===== config.mk =====
export PLATFORM = sky130hd
export DESIGN_NAME = rk4_ode_integrator_unit
export DESIGN_NICKNAME = d
export VERILOG_FILES = /design/src/rk4_pkg.sv /design/src/rk4_ode_integrator_unit.sv /design/src/rk4_regs.sv /design/src/rk4_mul.sv
export SDC_FILE = /design/constraint.sdc
export NUM_CORES = 2
export LEC_CHECK = 0
export ABC_AREA = 0
export BUFFER_PORTS_ARGS = -buffer_cell sky130_fd_sc_hd__buf_2
export CAP_MARGIN = 20
export CORE_ASPECT_RATIO = 1.4
export CORE_MARGIN = 5
export CORE_UTILIZATION = 59
export DETAILED_ROUTE_END_ITERATION = 12
export GPL_TIMING_DRIVEN = 0
export PLACE_DENSITY = 0.75
export SYNTH_ARGS = -nofsm -noshare
export SYNTH_HDL_FRONTEND = slang
export SYNTH_SLANG_ARGS = --single-unit
export TNS_END_PERCENT = 50

===== constraint.sdc =====
create_clock -name i_clk -period 8.2 [get_ports i_clk]
set_input_delay 0 -clock i_clk [delete_from_list [all_inputs] [get_ports i_clk]]
set_output_delay 0 -clock i_clk [all_outputs]
set_load 0.1 [all_outputs]

===== src/rk4_pkg.sv =====
// rk4 integrator package: register file map, micro-op format and step program
// used by the sequencer and the shared multiplier; no dependencies
package rk4_pkg;

    // configuration register indexes
    localparam logic CFG_STEP_SIZE  = 1'b0;
    localparam logic CFG_STEP_COUNT = 1'b1;

    // register file map
    localparam int RF_DEPTH = 12;
    localparam int RF_AW    = 4;

    localparam logic [RF_AW-1:0] R_U     = 4'd0;
    localparam logic [RF_AW-1:0] R_V     = 4'd1;
    localparam logic [RF_AW-1:0] R_AU    = 4'd2;
    localparam logic [RF_AW-1:0] R_AV    = 4'd3;
    localparam logic [RF_AW-1:0] R_KU    = 4'd4;
    localparam logic [RF_AW-1:0] R_KV    = 4'd5;
    localparam logic [RF_AW-1:0] R_SU    = 4'd6;
    localparam logic [RF_AW-1:0] R_SV    = 4'd7;
    localparam logic [RF_AW-1:0] R_T     = 4'd8;
    localparam logic [RF_AW-1:0] R_H     = 4'd9;
    localparam logic [RF_AW-1:0] R_HALF  = 4'd10;
    localparam logic [RF_AW-1:0] R_SIXTH = 4'd11;

    // micro-op codes
    localparam logic [1:0] OP_ADD = 2'd0;
    localparam logic [1:0] OP_NEG = 2'd1;
    localparam logic [1:0] OP_MUL = 2'd2;

    // program counter over one rk4 step
    localparam int PC_W = 6;
    localparam logic [PC_W-1:0] PC_LAST = 6'd43;

    typedef struct packed {
        logic [1:0]       op;
        logic [RF_AW-1:0] dst;
        logic [RF_AW-1:0] src_a;
        logic [RF_AW-1:0] src_b;
    } t_uop;

    // multiplier status toward the sequencer
    typedef struct packed {
        logic done;
        logic sat;
    } t_mul_stat;

    function automatic t_uop mk_uop(input logic [1:0] op, input logic [RF_AW-1:0] d,
                                    input logic [RF_AW-1:0] a, input logic [RF_AW-1:0] b);
        t_uop u;
        u.op    = op;
        u.dst   = d;
        u.src_a = a;
        u.src_b = b;
        return u;
    endfunction

    // one rk4 step; k1 lands in the running sums, k2..k4 in the k registers
    function automatic t_uop uop_rom(input logic [PC_W-1:0] pc);
        t_uop u;
        unique case (pc)
            // k1 = h*f(u, v)
            6'd0:  u = mk_uop(OP_MUL, R_T,  R_U,    R_V);
            6'd1:  u = mk_uop(OP_MUL, R_SU, R_H,    R_T);
            6'd2:  u = mk_uop(OP_MUL, R_T,  R_U,    R_U);
            6'd3:  u = mk_uop(OP_NEG, R_T,  R_T,    R_T);
            6'd4:  u = mk_uop(OP_MUL, R_SV, R_H,    R_T);
            // y + k1/2
            6'd5:  u = mk_uop(OP_MUL, R_T,  R_HALF, R_SU);
            6'd6:  u = mk_uop(OP_ADD, R_AU, R_U,    R_T);
            6'd7:  u = mk_uop(OP_MUL, R_T,  R_HALF, R_SV);
            6'd8:  u = mk_uop(OP_ADD, R_AV, R_V,    R_T);
            // k2
            6'd9:  u = mk_uop(OP_MUL, R_T,  R_AU,   R_AV);
            6'd10: u = mk_uop(OP_MUL, R_KU, R_H,    R_T);
            6'd11: u = mk_uop(OP_MUL, R_T,  R_AU,   R_AU);
            6'd12: u = mk_uop(OP_NEG, R_T,  R_T,    R_T);
            6'd13: u = mk_uop(OP_MUL, R_KV, R_H,    R_T);
            // sum += 2*k2
            6'd14: u = mk_uop(OP_ADD, R_T,  R_KU,   R_KU);
            6'd15: u = mk_uop(OP_ADD, R_SU, R_SU,   R_T);
            6'd16: u = mk_uop(OP_ADD, R_T,  R_KV,   R_KV);
            6'd17: u = mk_uop(OP_ADD, R_SV, R_SV,   R_T);
            // y + k2/2
            6'd18: u = mk_uop(OP_MUL, R_T,  R_HALF, R_KU);
            6'd19: u = mk_uop(OP_ADD, R_AU, R_U,    R_T);
            6'd20: u = mk_uop(OP_MUL, R_T,  R_HALF, R_KV);
            6'd21: u = mk_uop(OP_ADD, R_AV, R_V,    R_T);
            // k3
            6'd22: u = mk_uop(OP_MUL, R_T,  R_AU,   R_AV);
            6'd23: u = mk_uop(OP_MUL, R_KU, R_H,    R_T);
            6'd24: u = mk_uop(OP_MUL, R_T,  R_AU,   R_AU);
            6'd25: u = mk_uop(OP_NEG, R_T,  R_T,    R_T);
            6'd26: u = mk_uop(OP_MUL, R_KV, R_H,    R_T);
            // sum += 2*k3
            6'd27: u = mk_uop(OP_ADD, R_T,  R_KU,   R_KU);
            6'd28: u = mk_uop(OP_ADD, R_SU, R_SU,   R_T);
            6'd29: u = mk_uop(OP_ADD, R_T,  R_KV,   R_KV);
            6'd30: u = mk_uop(OP_ADD, R_SV, R_SV,   R_T);
            // y + k3
            6'd31: u = mk_uop(OP_ADD, R_AU, R_U,    R_KU);
            6'd32: u = mk_uop(OP_ADD, R_AV, R_V,    R_KV);
            // k4
            6'd33: u = mk_uop(OP_MUL, R_T,  R_AU,   R_AV);
            6'd34: u = mk_uop(OP_MUL, R_KU, R_H,    R_T);
            6'd35: u = mk_uop(OP_MUL, R_T,  R_AU,   R_AU);
            6'd36: u = mk_uop(OP_NEG, R_T,  R_T,    R_T);
            6'd37: u = mk_uop(OP_MUL, R_KV, R_H,    R_T);
            // sum += k4
            6'd38: u = mk_uop(OP_ADD, R_SU, R_SU,   R_KU);
            6'd39: u = mk_uop(OP_ADD, R_SV, R_SV,   R_KV);
            // y += sum/6
            6'd40: u = mk_uop(OP_MUL, R_T,  R_SIXTH, R_SU);
            6'd41: u = mk_uop(OP_ADD, R_U,  R_U,    R_T);
            6'd42: u = mk_uop(OP_MUL, R_T,  R_SIXTH, R_SV);
            6'd43: u = mk_uop(OP_ADD, R_V,  R_V,    R_T);
            default: u = mk_uop(OP_NEG, R_T, R_T,   R_T);
        endcase
        return u;
    endfunction

endpackage


===== src/rk4_ode_integrator_unit.sv =====
// rk4 integrator top level: configuration registers, step sequencer and
// saturating adder; depends on rk4_pkg, rk4_regs and rk4_mul
//
//  channel   ports                                     direction
//  config    i_cfg_we, i_cfg_idx, i_cfg_data           in, write at any edge with we
//  command   start, busy, i_initial_u, i_initial_v     in, transfer when start & !busy
//  result    o_valid, o_final_u, o_final_v, o_saturated out, one-cycle strobe
//
// one item runs from its transfer through the load sweep, step_count rk4 steps of
// 44 micro-ops each and the read-out to the result strobe; each product takes ND =
// ceil(DATA_WIDTH / digit) multiplier digits (1 at 32 bits); the shared multiplier
// and the single register file write port pace the run
// reset is synchronous, active low, and restores the config registers
// busy stays high from the transfer until the result strobe has gone
// the result is shown for one cycle only; the receiver cannot stall it
module rk4_ode_integrator_unit #(
    parameter int DATA_WIDTH = 32,
    parameter int FRAC_BITS  = 28
) (
    input  logic                          i_clk,
    input  logic                          i_rst_n,
    input  logic                          i_cfg_we,
    input  logic                          i_cfg_idx,
    input  logic [30:0]                   i_cfg_data,
    input  logic                          start,
    output logic                          busy,
    input  logic signed [DATA_WIDTH-1:0]  i_initial_u,
    input  logic signed [DATA_WIDTH-1:0]  i_initial_v,
    output logic                          o_valid,
    output logic signed [DATA_WIDTH-1:0]  o_final_u,
    output logic signed [DATA_WIDTH-1:0]  o_final_v,
    output logic                          o_saturated
);
    import rk4_pkg::*;

    localparam int W  = DATA_WIDTH;
    localparam int HW = (W > 31) ? W : 31;

    localparam logic [W-1:0]  MAX_V     = {1'b0, {(W-1){1'b1}}};
    localparam logic [W-1:0]  MIN_V     = {1'b1, {(W-1){1'b0}}};
    localparam logic [63:0]   MAX64     = (64'd1 << (W - 1)) - 64'd1;
    localparam logic [63:0]   HALF_RAW  = 64'd1 << (FRAC_BITS - 1);
    localparam logic [63:0]   SIXTH_RAW = ((64'd1 << FRAC_BITS) + 64'd3) / 64'd6;
    localparam logic [W-1:0]  HALF_C    = W'((HALF_RAW > MAX64) ? MAX64 : HALF_RAW);
    localparam logic [W-1:0]  SIXTH_C   = W'((SIXTH_RAW > MAX64) ? MAX64 : SIXTH_RAW);

    localparam logic [2:0] S_IDLE  = 3'd0;
    localparam logic [2:0] S_INIT  = 3'd1;
    localparam logic [2:0] S_FETCH = 3'd2;
    localparam logic [2:0] S_EXEC  = 3'd3;
    localparam logic [2:0] S_WAIT  = 3'd4;
    localparam logic [2:0] S_RDOUT = 3'd5;
    localparam logic [2:0] S_DONE  = 3'd6;

    localparam logic [2:0] LD_LAST = 3'd4;

    logic [30:0]     r_step_size;
    logic [15:0]     r_step_count;
    logic [2:0]      r_state, n_state;
    logic [PC_W-1:0] r_pc, n_pc;
    logic [15:0]     r_steps_left, n_steps_left;
    logic [2:0]      r_ld, n_ld;
    logic            r_sat, n_sat;
    logic [W-1:0]    r_in_u, r_in_v;

    t_uop             w_uop;
    logic [HW-1:0]    w_step_ext;
    logic             w_h_sat;
    logic [W-1:0]     w_h;
    logic             w_we;
    logic [RF_AW-1:0] w_wa, w_ra_a, w_ra_b;
    logic [W-1:0]     w_wd, w_rd_a, w_rd_b;
    logic [W:0]       w_sum;
    logic             w_ovf;
    logic [W-1:0]     w_alu;
    logic             w_alu_sat;
    logic             w_mul_start;
    logic [W-1:0]     w_mul_res;
    t_mul_stat        w_mul_stat;
    logic             w_advance;

    assign w_uop = uop_rom(r_pc);

    // step size clamped to the signed range
    assign w_step_ext = HW'(r_step_size);
    assign w_h_sat    = (w_step_ext > HW'(MAX_V));
    assign w_h        = w_h_sat ? MAX_V : W'(w_step_ext);

    // saturating add and negate
    assign w_sum = {w_rd_a[W-1], w_rd_a} + {w_rd_b[W-1], w_rd_b};
    assign w_ovf = w_sum[W] ^ w_sum[W-1];

    always_comb begin
        if (w_uop.op == OP_NEG) begin
            w_alu_sat = (w_rd_a == MIN_V);
            w_alu     = w_alu_sat ? MAX_V : (W'(0) - w_rd_a);
        end else begin
            w_alu_sat = w_ovf;
            w_alu     = w_ovf ? (w_sum[W] ? MIN_V : MAX_V) : w_sum[W-1:0];
        end
    end

    // configuration writes
    always_ff @(posedge i_clk) begin
        if (!i_rst_n) begin
            r_step_size  <= 31'd536870912;
            r_step_count <= 16'd5;
        end else if (i_cfg_we) begin
            unique case (i_cfg_idx)
                CFG_STEP_SIZE:  r_step_size  <= i_cfg_data;
                CFG_STEP_COUNT: r_step_count <= i_cfg_data[15:0];
                default:        r_step_size  <= r_step_size;
            endcase
        end
    end

    // sequencer
    always_comb begin
        n_state      = r_state;
        n_pc         = r_pc;
        n_steps_left = r_steps_left;
        n_ld         = r_ld;
        n_sat        = r_sat;
        w_we         = 1'b0;
        w_wa         = w_uop.dst;
        w_wd         = w_alu;
        w_ra_a       = w_uop.src_a;
        w_ra_b       = w_uop.src_b;
        w_mul_start  = 1'b0;
        w_advance    = 1'b0;
        unique case (r_state)
            S_IDLE: begin
                if (start) begin
                    n_sat        = w_h_sat;
                    n_steps_left = r_step_count;
                    n_ld         = '0;
                    n_state      = S_INIT;
                end
            end
            S_INIT: begin
                w_we = 1'b1;
                unique case (r_ld)
                    3'd0: begin
                        w_wa = R_U;
                        w_wd = r_in_u;
                    end
                    3'd1: begin
                        w_wa = R_V;
                        w_wd = r_in_v;
                    end
                    3'd2: begin
                        w_wa = R_H;
                        w_wd = w_h;
                    end
                    3'd3: begin
                        w_wa = R_HALF;
                        w_wd = HALF_C;
                    end
                    default: begin
                        w_wa = R_SIXTH;
                        w_wd = SIXTH_C;
                    end
                endcase
                n_ld = r_ld + 3'd1;
                if (r_ld == LD_LAST) begin
                    n_pc    = '0;
                    n_state = (r_steps_left == 16'd0) ? S_RDOUT : S_FETCH;
                end
            end
            S_FETCH: begin
                n_state = S_EXEC;
            end
            S_EXEC: begin
                if (w_uop.op == OP_MUL) begin
                    w_mul_start = 1'b1;
                    n_state     = S_WAIT;
                end else begin
                    w_we      = 1'b1;
                    n_sat     = r_sat | w_alu_sat;
                    w_advance = 1'b1;
                end
            end
            S_WAIT: begin
                if (w_mul_stat.done) begin
                    w_we      = 1'b1;
                    w_wd      = w_mul_res;
                    n_sat     = r_sat | w_mul_stat.sat;
                    w_advance = 1'b1;
                end
            end
            S_RDOUT: begin
                w_ra_a  = R_U;
                w_ra_b  = R_V;
                n_state = S_DONE;
            end
            S_DONE: begin
                n_state = S_IDLE;
            end
            default: begin
                n_state = S_IDLE;
            end
        endcase

        // next micro-op, next step or read-out
        if (w_advance) begin
            if (r_pc == PC_LAST) begin
                n_pc         = '0;
                n_steps_left = r_steps_left - 16'd1;
                n_state      = (r_steps_left == 16'd1) ? S_RDOUT : S_FETCH;
            end else begin
                n_pc    = r_pc + PC_W'(1);
                n_state = S_FETCH;
            end
        end
    end

    // control state
    always_ff @(posedge i_clk) begin
        if (!i_rst_n) begin
            r_state      <= S_IDLE;
            r_pc         <= '0;
            r_steps_left <= '0;
            r_ld         <= '0;
            r_sat        <= 1'b0;
        end else begin
            r_state      <= n_state;
            r_pc         <= n_pc;
            r_steps_left <= n_steps_left;
            r_ld         <= n_ld;
            r_sat        <= n_sat;
        end
    end

    // starting state held for the load sweep
    always_ff @(posedge i_clk) begin
        if (r_state == S_IDLE && start) begin
            r_in_u <= i_initial_u;
            r_in_v <= i_initial_v;
        end
    end

    rk4_regs #(
        .DATA_WIDTH (DATA_WIDTH)
    ) u_regs (
        .i_clk  (i_clk),
        .i_we   (w_we),
        .i_wa   (w_wa),
        .i_wd   (w_wd),
        .i_ra_a (w_ra_a),
        .i_ra_b (w_ra_b),
        .o_rd_a (w_rd_a),
        .o_rd_b (w_rd_b)
    );

    rk4_mul #(
        .DATA_WIDTH (DATA_WIDTH),
        .FRAC_BITS  (FRAC_BITS)
    ) u_mul (
        .i_clk   (i_clk),
        .i_rst_n (i_rst_n),
        .i_start (w_mul_start),
        .i_a     (w_rd_a),
        .i_b     (w_rd_b),
        .o_res   (w_mul_res),
        .o_stat  (w_mul_stat)
    );

    // result transfer straight from the read registers
    assign busy        = (r_state != S_IDLE);
    assign o_valid     = (r_state == S_DONE);
    assign o_final_u   = w_rd_a;
    assign o_final_v   = w_rd_b;
    assign o_saturated = r_sat;

endmodule


===== src/rk4_regs.sv =====
// rk4 integrator register file: one write port, two registered read ports
// depends on rk4_pkg for the register file depth and address width
module rk4_regs #(
    parameter int DATA_WIDTH = 32
) (
    input  logic                         i_clk,
    input  logic                         i_we,
    input  logic [rk4_pkg::RF_AW-1:0]    i_wa,
    input  logic [DATA_WIDTH-1:0]        i_wd,
    input  logic [rk4_pkg::RF_AW-1:0]    i_ra_a,
    input  logic [rk4_pkg::RF_AW-1:0]    i_ra_b,
    output logic [DATA_WIDTH-1:0]        o_rd_a,
    output logic [DATA_WIDTH-1:0]        o_rd_b
);
    import rk4_pkg::*;

    logic [DATA_WIDTH-1:0] r_mem [RF_DEPTH];

    // write port
    always_ff @(posedge i_clk) begin
        if (i_we) begin
            r_mem[i_wa] <= i_wd;
        end
    end

    // registered reads
    always_ff @(posedge i_clk) begin
        o_rd_a <= r_mem[i_ra_a];
        o_rd_b <= r_mem[i_ra_b];
    end

endmodule


===== src/rk4_mul.sv =====
// rk4 integrator shared multiplier: digit-serial magnitude multiply, then
// round half away from zero and saturate; depends on rk4_pkg for t_mul_stat
module rk4_mul #(
    parameter int DATA_WIDTH = 32,
    parameter int FRAC_BITS  = 28
) (
    input  logic                    i_clk,
    input  logic                    i_rst_n,
    input  logic                    i_start,
    input  logic [DATA_WIDTH-1:0]   i_a,
    input  logic [DATA_WIDTH-1:0]   i_b,
    output logic [DATA_WIDTH-1:0]   o_res,
    output rk4_pkg::t_mul_stat      o_stat
);
    import rk4_pkg::*;

    localparam int W    = DATA_WIDTH;
    localparam int DIG  = (W <= 32) ? W : 16;
    localparam int ND   = (W + DIG - 1) / DIG;
    localparam int PW   = ND * DIG;
    localparam int CNTW = $clog2(ND + 1);
    localparam int SW   = (2 * W >= FRAC_BITS) ? 2 * W + 1 : FRAC_BITS + 1;
    localparam int QW   = SW - FRAC_BITS;
    localparam int CW   = (QW > W) ? QW : W;

    localparam logic [W-1:0]    MAX_V    = {1'b0, {(W-1){1'b1}}};
    localparam logic [W-1:0]    MIN_V    = {1'b1, {(W-1){1'b0}}};
    localparam logic [SW-1:0]   RND      = SW'(1) << (FRAC_BITS - 1);
    localparam logic [W+PW-1:0] LOW_MASK = ((W+PW)'(1) << (PW - DIG)) - (W+PW)'(1);

    localparam logic [1:0] M_IDLE = 2'd0;
    localparam logic [1:0] M_RUN  = 2'd1;
    localparam logic [1:0] M_RND  = 2'd2;
    localparam logic [1:0] M_FIN  = 2'd3;

    logic [1:0]      r_state, n_state;
    logic [CNTW-1:0] r_cnt, n_cnt;
    logic [W-1:0]    r_ua, n_ua;
    logic [W+PW-1:0] r_p, n_p;
    logic            r_neg, n_neg;
    logic [SW-1:0]   r_s, n_s;

    logic [W-1:0]     w_ua, w_ub;
    logic [DIG-1:0]   w_dig;
    logic [W+DIG-1:0] w_sum;
    logic [QW-1:0]    w_q;
    logic [CW-1:0]    w_q_ext, w_lim;
    logic             w_sat;

    // operand magnitudes
    assign w_ua = i_a[W-1] ? (W'(0) - i_a) : i_a;
    assign w_ub = i_b[W-1] ? (W'(0) - i_b) : i_b;

    // one digit of the multiplier per cycle into the upper half
    assign w_dig = r_p[DIG-1:0];
    assign w_sum = (W+DIG)'(r_p[W+PW-1:PW]) + r_ua * w_dig;

    // rounded quotient and saturation check
    assign w_q     = r_s[SW-1:FRAC_BITS];
    assign w_q_ext = CW'(w_q);
    assign w_lim   = CW'(MAX_V) + CW'(r_neg);
    assign w_sat   = (w_q_ext > w_lim);

    always_comb begin
        n_state = r_state;
        n_cnt   = r_cnt;
        n_ua    = r_ua;
        n_p     = r_p;
        n_neg   = r_neg;
        n_s     = r_s;
        o_res   = r_neg ? W'(CW'(0) - w_q_ext) : W'(w_q_ext);
        o_stat  = '{done: 1'b0, sat: 1'b0};
        unique case (r_state)
            M_IDLE: begin
                if (i_start) begin
                    n_ua    = w_ua;
                    n_p     = {{W{1'b0}}, PW'(w_ub)};
                    n_neg   = i_a[W-1] ^ i_b[W-1];
                    n_cnt   = '0;
                    n_state = M_RUN;
                end
            end
            M_RUN: begin
                n_p   = (((W+PW)'(w_sum)) << (PW - DIG)) | ((r_p >> DIG) & LOW_MASK);
                n_cnt = r_cnt + CNTW'(1);
                if (r_cnt == CNTW'(ND - 1)) begin
                    n_state = M_RND;
                end
            end
            M_RND: begin
                n_s     = SW'(r_p[2*W-1:0]) + RND;
                n_state = M_FIN;
            end
            M_FIN: begin
                o_stat.done = 1'b1;
                o_stat.sat  = w_sat;
                if (w_sat) begin
                    o_res = r_neg ? MIN_V : MAX_V;
                end
                n_state = M_IDLE;
            end
            default: begin
                n_state = M_IDLE;
            end
        endcase
    end

    // control state
    always_ff @(posedge i_clk) begin
        if (!i_rst_n) begin
            r_state <= M_IDLE;
            r_cnt   <= '0;
        end else begin
            r_state <= n_state;
            r_cnt   <= n_cnt;
        end
    end

    // datapath registers
    always_ff @(posedge i_clk) begin
        r_ua  <= n_ua;
        r_p   <= n_p;
        r_neg <= n_neg;
        r_s   <= n_s;
    end

endmodule


==> results.sh <==
export IMPL_startpoint_type="flip-flop"
export IMPL_die_y_um=425
export IMPL_grt_use_met1_pct=44.6
export IMPL_yosysWarnings=0
export IMPL_hpwl_mm=233
export IMPL_setup_worst_path_end_class="flip-flop"
export IMPL_finalSetupViolations=7
export IMPL_final_max_slew_viol_count=0
export IMPL_synth_edff_count=582
export IMPL_cp_depth=27
export IMPL_postRouteWirelength_mm=298
export IMPL_seqCellArea_sq_um=20600
export IMPL_clk_latency_ns=0.69
export IMPL_multiInputGateArea_sq_um=47100
export IMPL_maxSlewHeadroom_pct=19.0
export IMPL_syn2layout_area_growth_pct=13.9
export IMPL_path_class="reg -> reg"
export IMPL_grt_max_degree=66
export IMPL_min_path_type="in -> reg"
export IMPL_dr_total_vias=61800
export IMPL_cp_common_cell="fa_1"
export IMPL_final_antenna_net_count=0
export IMPL_numPortBuffers=166
export IMPL_crit_arrival_ns=8.78
export IMPL_hold_viol=0
export IMPL_crit_family="adder cells"
export IMPL_status="finished with violations"
export IMPL_grt_pass1_wl_mm=424
export IMPL_setup_slack_ns=-0.125
export IMPL_synth_area_leaders="fa_1 26%, edfxtp_1 24%, ha_1 6.1%"
export IMPL_viasPerCell=6.49
export IMPL_finClkSkew_ns=0.0375
export IMPL_synthDistinctLibCells=93
export IMPL_yosysMostFrequentCell="inv_1"
export IMPL_slowest_stage="fa_1"
export IMPL_grt_usage_pct=45.0
export IMPL_clk_path_buf_depth=3
export IMPL_crit_buf_inv=7
export IMPL_crit_required_ns=8.66
export IMPL_synth_fp_nets=8700
export IMPL_core_area_sq_um=122000
export IMPL_rsz0062_at_grt="true"
export IMPL_final_util_pct=67.5
export IMPL_worst_r2r_path_depth=27
export IMPL_clkSinkCount=739
export IMPL_ys_seq_area_share_pct=28.4
export IMPL_antenna_found_initial=22
export IMPL_max_freq_ghz=0.120
export IMPL_async_reset_ff_share_pct=0
export IMPL_worstMarginPinSlew_ns=1.21
export IMPL_syn_instance_count=7317
export IMPL_syn_area_per_cell_sq_um=9.92
export IMPL_violations="setup timing"
export IMPL_placementRows=152
export IMPL_whs_path_depth=2
export IMPL_place_gp_congestion=1.09
export IMPL_cp_max_fo=10
export IMPL_firstDrtPassIters=7
export IMPL_htree_levels=2
export IMPL_use_met3_pct=10.8
export IMPL_grt_pass1_vias=63900
export IMPL_cap_violations=0
export IMPL_synth_ff_type="edfxtp_1"
export IMPL_grt_util_met2_pct=75.3
export IMPL_critical_path_max_stage_delay_ns=0.60
export IMPL_cts_tree="done"
export IMPL_fillers=9652
export IMPL_clock_root_buffer="clkbuf_16"
export IMPL_drtIter0Drc=6942
export IMPL_cts_made_buffers=61
export IMPL_synth_commonest_cells="1020 x inv_1, 929 x fa_1, 798 x nand2_1"
export IMPL_synth_area_leader_cell="fa_1"
export IMPL_clk_pin_slew_worst_paths_ns=0.07
export IMPL_layout_min_cycle_time_ns=8.32
export IMPL_drcViolationCount=0
export IMPL_die_w_um=306
export IMPL_syn_cell_area_sq_um=72600
export IMPL_ys_ff_latch=739
export IMPL_drive_above_1_share_pct=13.3
export IMPL_initial_core_util_pct=59.3
export IMPL_overflow=0
export IMPL_synthDominantCellAreaShare_pct=25.6
export IMPL_grt_busiest_layer="met2"
export IMPL_dieArea_sq_um=130000
export IMPL_top_level_ports=167
export IMPL_nets=9218
export IMPL_avgRoutedWirePerCell_um=31.3
export IMPL_period_share_pct=102
[through the flow]
stage	cell area, sq um	std cells	setup TNS (ns)	hold WS (ns)	setup WS (ns)
after CTS	81400	9444	-0.00338	0.00548	-0.00338
final	82700	9532	-0.316	0.0441	-0.125
after global routing	82600	9510	-2.26	0.0369	-0.251
after global placement	75400	9100	-33.46	0.178	-1.49
after detailed placement	76000	9137	-37.53	0.178	-1.54
after floorplan	72600	7317	0	0.0989	0.575
[final timing paths]
| check | startpoint | endpoint | slack, ns |
|---|---|---|---|
| setup / recovery | u_mul.r_p[21] | u_mul.r_p[57] | -0.12 |
| hold / removal | i_initial_u[1] | r_in_u[1] | 0.04 |
| setup reg to reg | u_mul.r_p[21] | u_mul.r_p[57] | -0.12 |
| hold reg to reg | r_step_size[16] | r_step_size[16] | 0.46 |
[flip-flops by register name (all words and copies together), names as in the netlist]
signal / flops
u_regs.r_mem: 384
r_in_v: 32
w_uop: 14
r_step_count: 16
r_ld: 3
u_mul.r_ua: 32
u_mul.r_s: 37
r_pc: 6
u_regs.o_rd_a: 32
u_mul.r_state: 2
u_mul.r_cnt: 1
r_steps_left: 16
o_saturated: 1
r_step_size: 31
r_in_u: 32
u_mul.r_neg: 1
u_mul.r_p: 64
r_state: 3
u_regs.o_rd_b: 32
[cell usage in the layout, fill, tap and decap left out, drive strengths merged, types with 20 or more instances in the layout]
master	n
nand3	92
and2	653
nor2	192
mux2	193
xnor2	130
buf	482
nand2b	28
nand4	33
edfxtp	582
dlygate4sd3	113
a21o	58
nor2b	28
o211ai	25
diode	28
nand2	798
a21boi	56
clkbuf	408
dfxtp	157
mux2i	85
and3	62
a22oi	32
nor3	45
ha	354
inv	1028
a222oi	34
a31oi	27
o31ai	56
o21ai	266
xor2	81
a211oi	26
o21bai	22
a221oi	99
fa	929
or3	20
o22ai	84
a21oi	408
[cell families (layout without fill, tap and decap cells)]
| logic type | count (synthesis) | after routing | synth area share (%) |
|---|---|---|---|
| and+or+nand+nor | 2032 | 2032 | 14.1 |
| buffers and inverters | 1488 | 2058 | 7.75 |
| AOI/OAI and AO/OA | 1285 | 1285 | 11.3 |
| adders and majority gates | 1284 | 1284 | 31.7 |
| DFF | 739 | 739 | 28.4 |
| muxes | 278 | 278 | 4.17 |
| xor gates and xnor gates | 211 | 211 | 2.55 |
| other | 0 | 28 | 0 |
[layer usage]
layer / vias up / wire (um)
met5: - / 45
met4: 6 / 42600
met3: 1759 / 28200
met2: 4368 / 140000
met1: 30300 / 87800
li1: 25400 / -
[what timing repair did]
item / 4_1_cts / 5_1_grt
pin swaps: 24 / 118
setup buffers: 86 / 58
hold buffers: 113 / 0
setup endpoints to repair: 44 / 25
endpoints found under the hold margin: 118 / 0
gates resized for setup: 426 / 297
cloned: 0 / 3
[area by class of cell]
cell class              count  area share [%]
diodes                     28          0.0848
plain buffers             450            3.50
clock buffers              83            2.19
clock inverters            32           0.489
inverters                1023            4.65
multi-input cells        5090            57.0
flip-flops and latches    739            24.9
well taps                1617            2.45
repair buffers            470            4.68
[worst register-to-register path: cells and delay by family (launching register included)]
kind / cells / cell delay [ns]
buffers and inverters: 7 / 0.87
muxes: 1 / 0.34
adders and majority gates: 9 / 4.38
AOI/OAI and AO/OA: 6 / 1.45
and+or+nand+nor: 4 / 0.56
DFF: 1 / 0.53
Power is left out: the tool's default activity adds up to more than one toggle a clock period on the data nets, which glitch-free logic cannot reach.
